`config.mk`:
```
export PLATFORM = sky130hd
export DESIGN_NAME = motion_phase_repetition_counter
export DESIGN_NICKNAME = d
export VERILOG_FILES = /design/src/rtl/core/mprc_pkg.sv /design/src/rtl/core/mprc_core.sv /design/src/rtl/core/motion_phase_repetition_counter.sv
export SDC_FILE = /design/constraint.sdc
export NUM_CORES = 1
export LEC_CHECK = 0
export ABC_AREA = 1
export BUFFER_PORTS_ARGS = -buffer_cell sky130_fd_sc_hd__buf_2
export CAP_MARGIN = 20
export CORE_MARGIN = 2
export CORE_UTILIZATION = 40
export CTS_CLUSTER_DIAMETER = 150
export DETAILED_ROUTE_END_ITERATION = 10
export GPL_TIMING_DRIVEN = 0
export PLACE_DENSITY_LB_ADDON = 0.25
export SKIP_LAST_GASP = 1
export SYNTH_ARGS = -nofsm -noshare
export SYNTH_HDL_FRONTEND = slang
export SYNTH_SLANG_ARGS = --single-unit
```
`constraint.sdc`:
```
create_clock -name aclk -period 8.5 [get_ports aclk]
set_input_delay 1.7 -clock aclk [delete_from_list [all_inputs] [get_ports aclk]]
set_output_delay 1.7 -clock aclk [all_outputs]
set_load 0.01 [all_outputs]
```
`src/rtl/core/mprc_pkg.sv`:
```
// mprc_pkg: shared types, codes and constants of the motion phase repetition counter
// depends on nothing; used by mprc_core and motion_phase_repetition_counter
package mprc_pkg;

    // timestamp and register widths
    localparam int TIME_BITS  = 40;
    localparam int CFG_BITS   = 16;
    localparam int TOTAL_BITS = 32;
    localparam int CFG_IDX_BITS = 2;

    // register reset values
    localparam logic [CFG_BITS-1:0] MIN_CYCLE_RESET  = 16'd600;
    localparam logic [CFG_BITS-1:0] MAX_CYCLE_RESET  = 16'd10000;
    localparam logic [CFG_BITS-1:0] REFRACTORY_RESET = 16'd300;

    // register indexes
    localparam logic [CFG_IDX_BITS-1:0] CFG_MIN_CYCLE  = 2'd0;
    localparam logic [CFG_IDX_BITS-1:0] CFG_MAX_CYCLE  = 2'd1;
    localparam logic [CFG_IDX_BITS-1:0] CFG_REFRACTORY = 2'd2;

    // request kinds
    localparam logic KIND_SAMPLE      = 1'b0;
    localparam logic KIND_CYCLE_RESET = 1'b1;

    // phase codes; the unused code also marks "no candidate"
    localparam logic [1:0] PH_REST      = 2'd0;
    localparam logic [1:0] PH_PRIMARY   = 2'd1;
    localparam logic [1:0] PH_SECONDARY = 2'd2;
    localparam logic [1:0] PH_NONE      = 2'd3;

    // a phase is stable after this many consecutive sightings
    localparam logic [1:0] STABLE_COUNT = 2'd2;

    // result status codes
    localparam logic STATUS_OK        = 1'b0;
    localparam logic STATUS_TIME_BACK = 1'b1;

    typedef enum logic [1:0] {
        ST_WAIT_PRIMARY   = 2'd0,
        ST_WAIT_SECONDARY = 2'd1,
        ST_WAIT_REST      = 2'd2
    } cyc_state_t;

    typedef struct packed {
        logic                 kind;
        logic [1:0]           phase;
        logic [TIME_BITS-1:0] now_ms;
    } mprc_in_t;

    typedef struct packed {
        logic                  status;
        logic                  rep_done;
        logic [TOTAL_BITS-1:0] rep_total;
    } mprc_out_t;

    typedef struct packed {
        logic [CFG_BITS-1:0] min_len;
        logic [CFG_BITS-1:0] max_len;
        logic [CFG_BITS-1:0] hold_gap;
    } mprc_cfg_t;

endpackage

```
`src/rtl/core/mprc_core.sv`:
```
// mprc_core: cycle state machine, phase debounce and repetition total
// depends on mprc_pkg; one request is applied per cycle when step_en is high
module mprc_core (
    input  logic                aclk,
    input  logic                aresetn,
    input  logic                step_en,
    input  mprc_pkg::mprc_in_t  item,
    input  mprc_pkg::mprc_cfg_t cfg,
    output mprc_pkg::mprc_out_t result
);

    localparam int TB = mprc_pkg::TIME_BITS;
    localparam int PAD = mprc_pkg::TIME_BITS - mprc_pkg::CFG_BITS;

    mprc_pkg::cyc_state_t               state_reg, state_next;
    logic [1:0]                         cand_reg, cand_next;
    logic [1:0]                         stable_reg, stable_next;
    logic [TB-1:0]                      begin_reg, begin_next;
    logic [TB-1:0]                      last_sample_reg, last_sample_next;
    logic [TB-1:0]                      last_count_reg, last_count_next;
    logic [mprc_pkg::TOTAL_BITS-1:0]    total_reg, total_next;
    logic                               status_c;
    logic                               done_c;

    logic [TB-1:0] min_ext, max_ext, refr_ext;
    logic [TB-1:0] age;
    logic [TB-1:0] gap;

    assign min_ext  = {{PAD{1'b0}}, cfg.min_len};
    assign max_ext  = {{PAD{1'b0}}, cfg.max_len};
    assign refr_ext = {{PAD{1'b0}}, cfg.hold_gap};

    // time since the open cycle began and since the last count, modulo 2^TB
    assign age = item.now_ms - begin_reg;
    assign gap = item.now_ms - last_count_reg;

    // next state
    always_comb begin
        mprc_pkg::cyc_state_t cs;
        logic [1:0]           cand;
        logic [1:0]           sc;
        logic [TB-1:0]        cb;
        logic [TB-1:0]        len;
        logic                 len_ok;
        logic                 gap_ok;

        state_next       = state_reg;
        cand_next        = cand_reg;
        stable_next      = stable_reg;
        begin_next       = begin_reg;
        last_sample_next = last_sample_reg;
        last_count_next  = last_count_reg;
        total_next       = total_reg;
        status_c         = mprc_pkg::STATUS_OK;
        done_c           = 1'b0;
        cs     = state_reg;
        cand   = cand_reg;
        sc     = stable_reg;
        cb     = begin_reg;
        len    = '0;
        len_ok = 1'b0;
        gap_ok = 1'b0;

        if (item.kind == mprc_pkg::KIND_CYCLE_RESET) begin
            state_next  = mprc_pkg::ST_WAIT_PRIMARY;
            cand_next   = mprc_pkg::PH_NONE;
            stable_next = '0;
            begin_next  = '0;
        end else if (item.phase != mprc_pkg::PH_NONE) begin
            if (last_sample_reg != '0 && item.now_ms < last_sample_reg) begin
                status_c = mprc_pkg::STATUS_TIME_BACK;
            end else begin
                last_sample_next = item.now_ms;

                // drop a cycle that stayed open too long
                if (cs != mprc_pkg::ST_WAIT_PRIMARY && cb != '0 && age > max_ext) begin
                    cs   = mprc_pkg::ST_WAIT_PRIMARY;
                    cand = mprc_pkg::PH_NONE;
                    sc   = '0;
                    cb   = '0;
                end

                // debounce, then step the cycle on a stable phase
                if (cand != item.phase) begin
                    cand = item.phase;
                    sc   = 2'd1;
                end else begin
                    if (sc < mprc_pkg::STABLE_COUNT) begin
                        sc = sc + 2'd1;
                    end
                    if (sc >= mprc_pkg::STABLE_COUNT) begin
                        case (cs)
                            mprc_pkg::ST_WAIT_PRIMARY: begin
                                if (item.phase == mprc_pkg::PH_PRIMARY) begin
                                    cb = item.now_ms;
                                    cs = mprc_pkg::ST_WAIT_SECONDARY;
                                end
                            end
                            mprc_pkg::ST_WAIT_SECONDARY: begin
                                if (item.phase == mprc_pkg::PH_PRIMARY) begin
                                    cb = item.now_ms;
                                end else if (item.phase == mprc_pkg::PH_SECONDARY) begin
                                    cs = mprc_pkg::ST_WAIT_REST;
                                end
                            end
                            mprc_pkg::ST_WAIT_REST: begin
                                if (item.phase == mprc_pkg::PH_REST) begin
                                    len    = item.now_ms - cb;
                                    len_ok = (len >= min_ext) && (len <= max_ext);
                                    gap_ok = (total_reg == '0) || (gap >= refr_ext);
                                    cs     = mprc_pkg::ST_WAIT_SECONDARY;
                                    cb     = item.now_ms;
                                    if (len_ok && gap_ok) begin
                                        done_c          = 1'b1;
                                        last_count_next = item.now_ms;
                                        if (total_reg != '1) begin
                                            total_next = total_reg + 1'b1;
                                        end
                                    end
                                end
                            end
                            default: ;
                        endcase
                    end
                end

                state_next  = cs;
                cand_next   = cand;
                stable_next = sc;
                begin_next  = cb;
            end
        end
    end

    // result of the request
    always_comb begin
        result.status    = status_c;
        result.rep_done  = done_c;
        result.rep_total = total_next;
    end

    // state registers
    always_ff @(posedge aclk) begin
        if (!aresetn) begin
            state_reg       <= mprc_pkg::ST_WAIT_PRIMARY;
            cand_reg        <= mprc_pkg::PH_NONE;
            stable_reg      <= '0;
            begin_reg       <= '0;
            last_sample_reg <= '0;
            last_count_reg  <= '0;
            total_reg       <= '0;
        end else if (step_en) begin
            state_reg       <= state_next;
            cand_reg        <= cand_next;
            stable_reg      <= stable_next;
            begin_reg       <= begin_next;
            last_sample_reg <= last_sample_next;
            last_count_reg  <= last_count_next;
            total_reg       <= total_next;
        end
    end

endmodule

```
`src/rtl/core/motion_phase_repetition_counter.sv`:
```
// motion_phase_repetition_counter: top level with request register, result register
// and configuration registers; depends on mprc_pkg and mprc_core
//
// Usage:
//   s_valid/s_ready/s_data carry requests: a timestamped phase sample or a
//   cycle-reset command. m_valid/m_ready/m_data return exactly one result per
//   request: status, rep_done and the running repetition total.
//   cfg_wr_en/cfg_index/cfg_wdata write the shortest cycle (0), the longest
//   cycle (1) and the refractory gap (2); write them only while no request is
//   in flight.
// Path: an accepted request waits in the request register, then passes to the result
//   register and so to m_valid once the result register is free or being emptied.
// Throughput: one request per cycle while the result register is free or being
//   emptied; the state update is a single pass of 40-bit subtracts and compares
//   between the request and result registers.
// Reset (aresetn low, synchronous): both channels empty, cycle state back to
//   waiting for primary, total and timestamps cleared, registers to defaults.
// Receiver stall: the result register holds; the request register still takes
//   one more request, then s_ready drops until the result is taken.
module motion_phase_repetition_counter (
    input  logic                                aclk,
    input  logic                                aresetn,
    input  logic                                s_valid,
    output logic                                s_ready,
    input  mprc_pkg::mprc_in_t                  s_data,
    output logic                                m_valid,
    input  logic                                m_ready,
    output mprc_pkg::mprc_out_t                 m_data,
    input  logic                                cfg_wr_en,
    input  logic [mprc_pkg::CFG_IDX_BITS-1:0]   cfg_index,
    input  logic [mprc_pkg::CFG_BITS-1:0]       cfg_wdata
);

    logic                 in_valid_reg;
    mprc_pkg::mprc_in_t   in_data_reg;
    logic                 out_valid_reg;
    mprc_pkg::mprc_out_t  out_data_reg;
    mprc_pkg::mprc_cfg_t  cfg_reg;
    mprc_pkg::mprc_out_t  step_result;
    logic                 step_en;

    // a request is processed when the result slot is free or being emptied
    assign step_en = in_valid_reg && (!out_valid_reg || m_ready);
    assign s_ready = !in_valid_reg || step_en;
    assign m_valid = out_valid_reg;
    assign m_data  = out_data_reg;

    // request register
    always_ff @(posedge aclk) begin
        if (!aresetn) begin
            in_valid_reg <= 1'b0;
        end else if (s_ready) begin
            in_valid_reg <= s_valid;
        end
    end

    always_ff @(posedge aclk) begin
        if (s_valid && s_ready) begin
            in_data_reg <= s_data;
        end
    end

    // result register
    always_ff @(posedge aclk) begin
        if (!aresetn) begin
            out_valid_reg <= 1'b0;
        end else if (step_en) begin
            out_valid_reg <= 1'b1;
        end else if (m_ready) begin
            out_valid_reg <= 1'b0;
        end
    end

    always_ff @(posedge aclk) begin
        if (step_en) begin
            out_data_reg <= step_result;
        end
    end

    // configuration registers
    always_ff @(posedge aclk) begin
        if (!aresetn) begin
            cfg_reg.min_len  <= mprc_pkg::MIN_CYCLE_RESET;
            cfg_reg.max_len  <= mprc_pkg::MAX_CYCLE_RESET;
            cfg_reg.hold_gap <= mprc_pkg::REFRACTORY_RESET;
        end else if (cfg_wr_en) begin
            case (cfg_index)
                mprc_pkg::CFG_MIN_CYCLE:  cfg_reg.min_len  <= cfg_wdata;
                mprc_pkg::CFG_MAX_CYCLE:  cfg_reg.max_len  <= cfg_wdata;
                mprc_pkg::CFG_REFRACTORY: cfg_reg.hold_gap <= cfg_wdata;
                default: ;
            endcase
        end
    end

    mprc_core u_core (
        .aclk    (aclk),
        .aresetn (aresetn),
        .step_en (step_en),
        .item    (in_data_reg),
        .cfg     (cfg_reg),
        .result  (step_result)
    );

endmodule

```
==> results.yml <==
sta:
  min_period_ps: 8180
  timing.final.crit_share: 0.962
  max_freq_ghz: 0.122
  hold_viol: 0
  fin_worst_skew_ps: 30.3
  rsz0062_at_grt: "yes"
  worstMarginPinSlew_ps: 865
  setup_viol: 0
  slew_headroom: 0.423
  slew_viol_final: 0
  layout_setup_ws_ps: 322
worst_setup_path:
  endpoint_kind: "flop"
  r2r_cells: 53
  max_stage_delay_ps: 440
  startpoint_type: "flop"
  r2r-start: "in_data_reg[0]"
  critPathCapture: "u_core.last_count_reg[38]"
  worstSetupStartpoint: "in_data_reg[0]"
  crit_type: "flop to flop"
  cpMostUsedCell: "nand2_1"
  critPathMaxFanout: 10
  r2r_slack_ps: 320
  r2r-end: "u_core.last_count_reg[38]"
  crit_path_top_delay_cell: "fa_2"
  crit_arrival_ps: 8620
  worstPathRequired_ps: 8940
global_route:
  track_usage: 0.282
  grt_max_degree: 32
  grt_pass1_vias: 24000
  antenna_found_initial: 1
  grt_pass1_wl_um: 137000
  grt.overflow.total: 0
placement:
  portBuffers: 101
  pre_cts_ws_ps: -1700
  post_dp_cell_area_mm2: 0.0259
  hpwl_um: 71000
  gp_congestion: 0.980
drt:
  num_vias: 26400
  drt_iter0_markers: 2420
  routedWlPerCell_um: 18.9
  ant_nets: 0
  dr.pass1.iters: 8
  remaining_drc_errors: 0
  avgViaCountPerCell: 5.44
  routed_wl_um: 91500
floorplanning:
  coreArea_mm2: 0.0602
  num_rows: 90
  fp.dieH_um: 251
  boundaryPins: 102
  die-area_mm2: 0.0628
  dieWidth_um: 251
  start_util: 0.404
clock_tree:
  clk_latency_ps: 580
  clk_pin_slew_ps: 60
  cts_tree: "built"
  cts_made_buffers: 38
  cts.path.max_buffers: 3
  clockRootBuffer: "clkbuf_16"
  clock_sinks: 285
  cts_max_level: 2
synthesis:
  ys_async_sr_fraction: 0
  yosysTopAreaCellShare: 0.171
  synth_edf_count: 77
  ys_seq_elements: 285
  synth_warnings: 0
  avgSynthCellArea_um2: 6.32
  synth_flop_cell: "dfxtp_1"
  yosysTopAreaCell: "dfxtp_1"
  synth_common_cells: "nand2_1 (1,043), inv_1 (562), a21oi_1 (356), nor2_1 (300), o21ai_0 (270)"
  ys_seq_area_frac: 0.266
  ys_types: 50
  synth_area_mm2: 0.0243
  synthCells: 3851
  ys_top_cells_by_area: "dfxtp_1 (17%), nand2_1 (16%), ha_1 (11%)"
  synth.most_common_cell: "nand2_1"
  synth_fp_nets: 4143
finish:
  layout-drive-gt1-share: 0.0880
  syn_to_final_growth_pct: 15.4
  diodes: 0
  final_nets: 4330
  stdcell_area_mm2: 0.0281
  largest_register_ffs: 48
worst_hold_path:
  hold_path.class: "flop to flop"
power_and_ir_drop:
  p_leak_nw: 12.6
  powerDensity_mw_per_mm2: 149
  peakVddDrop_mv: 0.126
run:
  drv_cap: 0
run_status:
  status: "complete, no violations"
[layout by cell type, fill, tap and decap left out, drive strengths merged, types with 18 or more instances in the layout]
master,n
dfxtp,208
nor3,54
inv,579
buf,176
nor2,304
nand3,259
edfxtp,77
clkbuf,129
o21ai,291
nand4,99
a21o,18
nor4,32
nand2,1048
ha,223
a21oi,359
o211ai,44
xor2,50
[through the flow]
stage                     hold WS, ps  power, mW  TNS [ps]  std cells  utilization
after floorplan                   435       2.10         0       3851            -
after global placement            455       2.37   -151770       4734        0.429
after detailed placement          458       2.38   -158130       4738        0.430
after CTS                         466       4.15         0       4829        0.457
after global routing              481       4.36     -6890       4850        0.466
final                             473       4.17         0       4850        0.466
[how the worst min path moves through the flow]
| stage | from | endpoint | slack [ps] | cells past startpoint |
|---|---|---|---|---|
| after global routing | u_core.stable_reg[0] | u_core.stable_reg[0] | 480 | 2 |
| after floorplan | cfg_reg[10] | cfg_reg[10] | 440 | 2 |
| final | u_core.stable_reg[1] | u_core.stable_reg[1] | 470 | 2 |
| after CTS | u_core.stable_reg[0] | u_core.stable_reg[0] | 470 | 2 |
| after detailed placement | u_core.stable_reg[0] | u_core.stable_reg[0] | 460 | 2 |
| after global placement | cfg_reg[40] | cfg_reg[40] | 450 | 2 |
[metal layers]
layer  share of wire  vias up  wire (um)  global-route usage
met1            0.44    12000      40300               0.387
li1                -    13100          -                   -
met5               0        -          0                   0
met2            0.43     1062      39400               0.437
met4           0.042        0       3840               0.116
met3           0.088      188       8020              0.0505
[logic make-up (layout without fill, tap and decap cells)]
kind of cell | Yosys count | count (layout) | synth area share
flip-flops | 285 | 285 | 0.266
XOR/XNOR | 63 | 63 | 0.0227
AND/OR/NAND/NOR | 1820 | 1820 | 0.316
buffers and inverters | 692 | 909 | 0.109
adder cells (fa/ha/maj) | 226 | 226 | 0.117
AO/OA/AOI/OAI | 765 | 765 | 0.169
[where the power goes]
group	switching (mW)	internal (mW)
Sequential	0.0663	1.45
Combinational	0.599	0.307
Clock	0.703	1.04
Total	1.37	2.80
[critical path: cells and delay by family, from the launching register on]
| family | cells | cell delay [ps] |
|---|---|---|
| flops | 1 | 430 |
| simple gates | 31 | 3400 |
| buf+inv | 10 | 1440 |
| fa+ha+maj | 6 | 1810 |
| xor+xnor | 2 | 430 |
| compound gates | 4 | 570 |
[what timing repair did]
action	in CTS	in global routing
pin swaps	2	21
buffers inserted	21	21
endpoints found under the setup margin	105	105
resized for setup	32	96
hold buffers	0	0
[final cells by class]
class,instances,area [um^2]
tap,782,978
timing repair buffer,147,877
multi-input combinational,2874,15700
sequential,285,6480
inverter,577,2170
clock buffer,43,1000
buffer,115,528
clock inverter,27,340
fill,6344,32200
(Power assumes the default switching activity.)
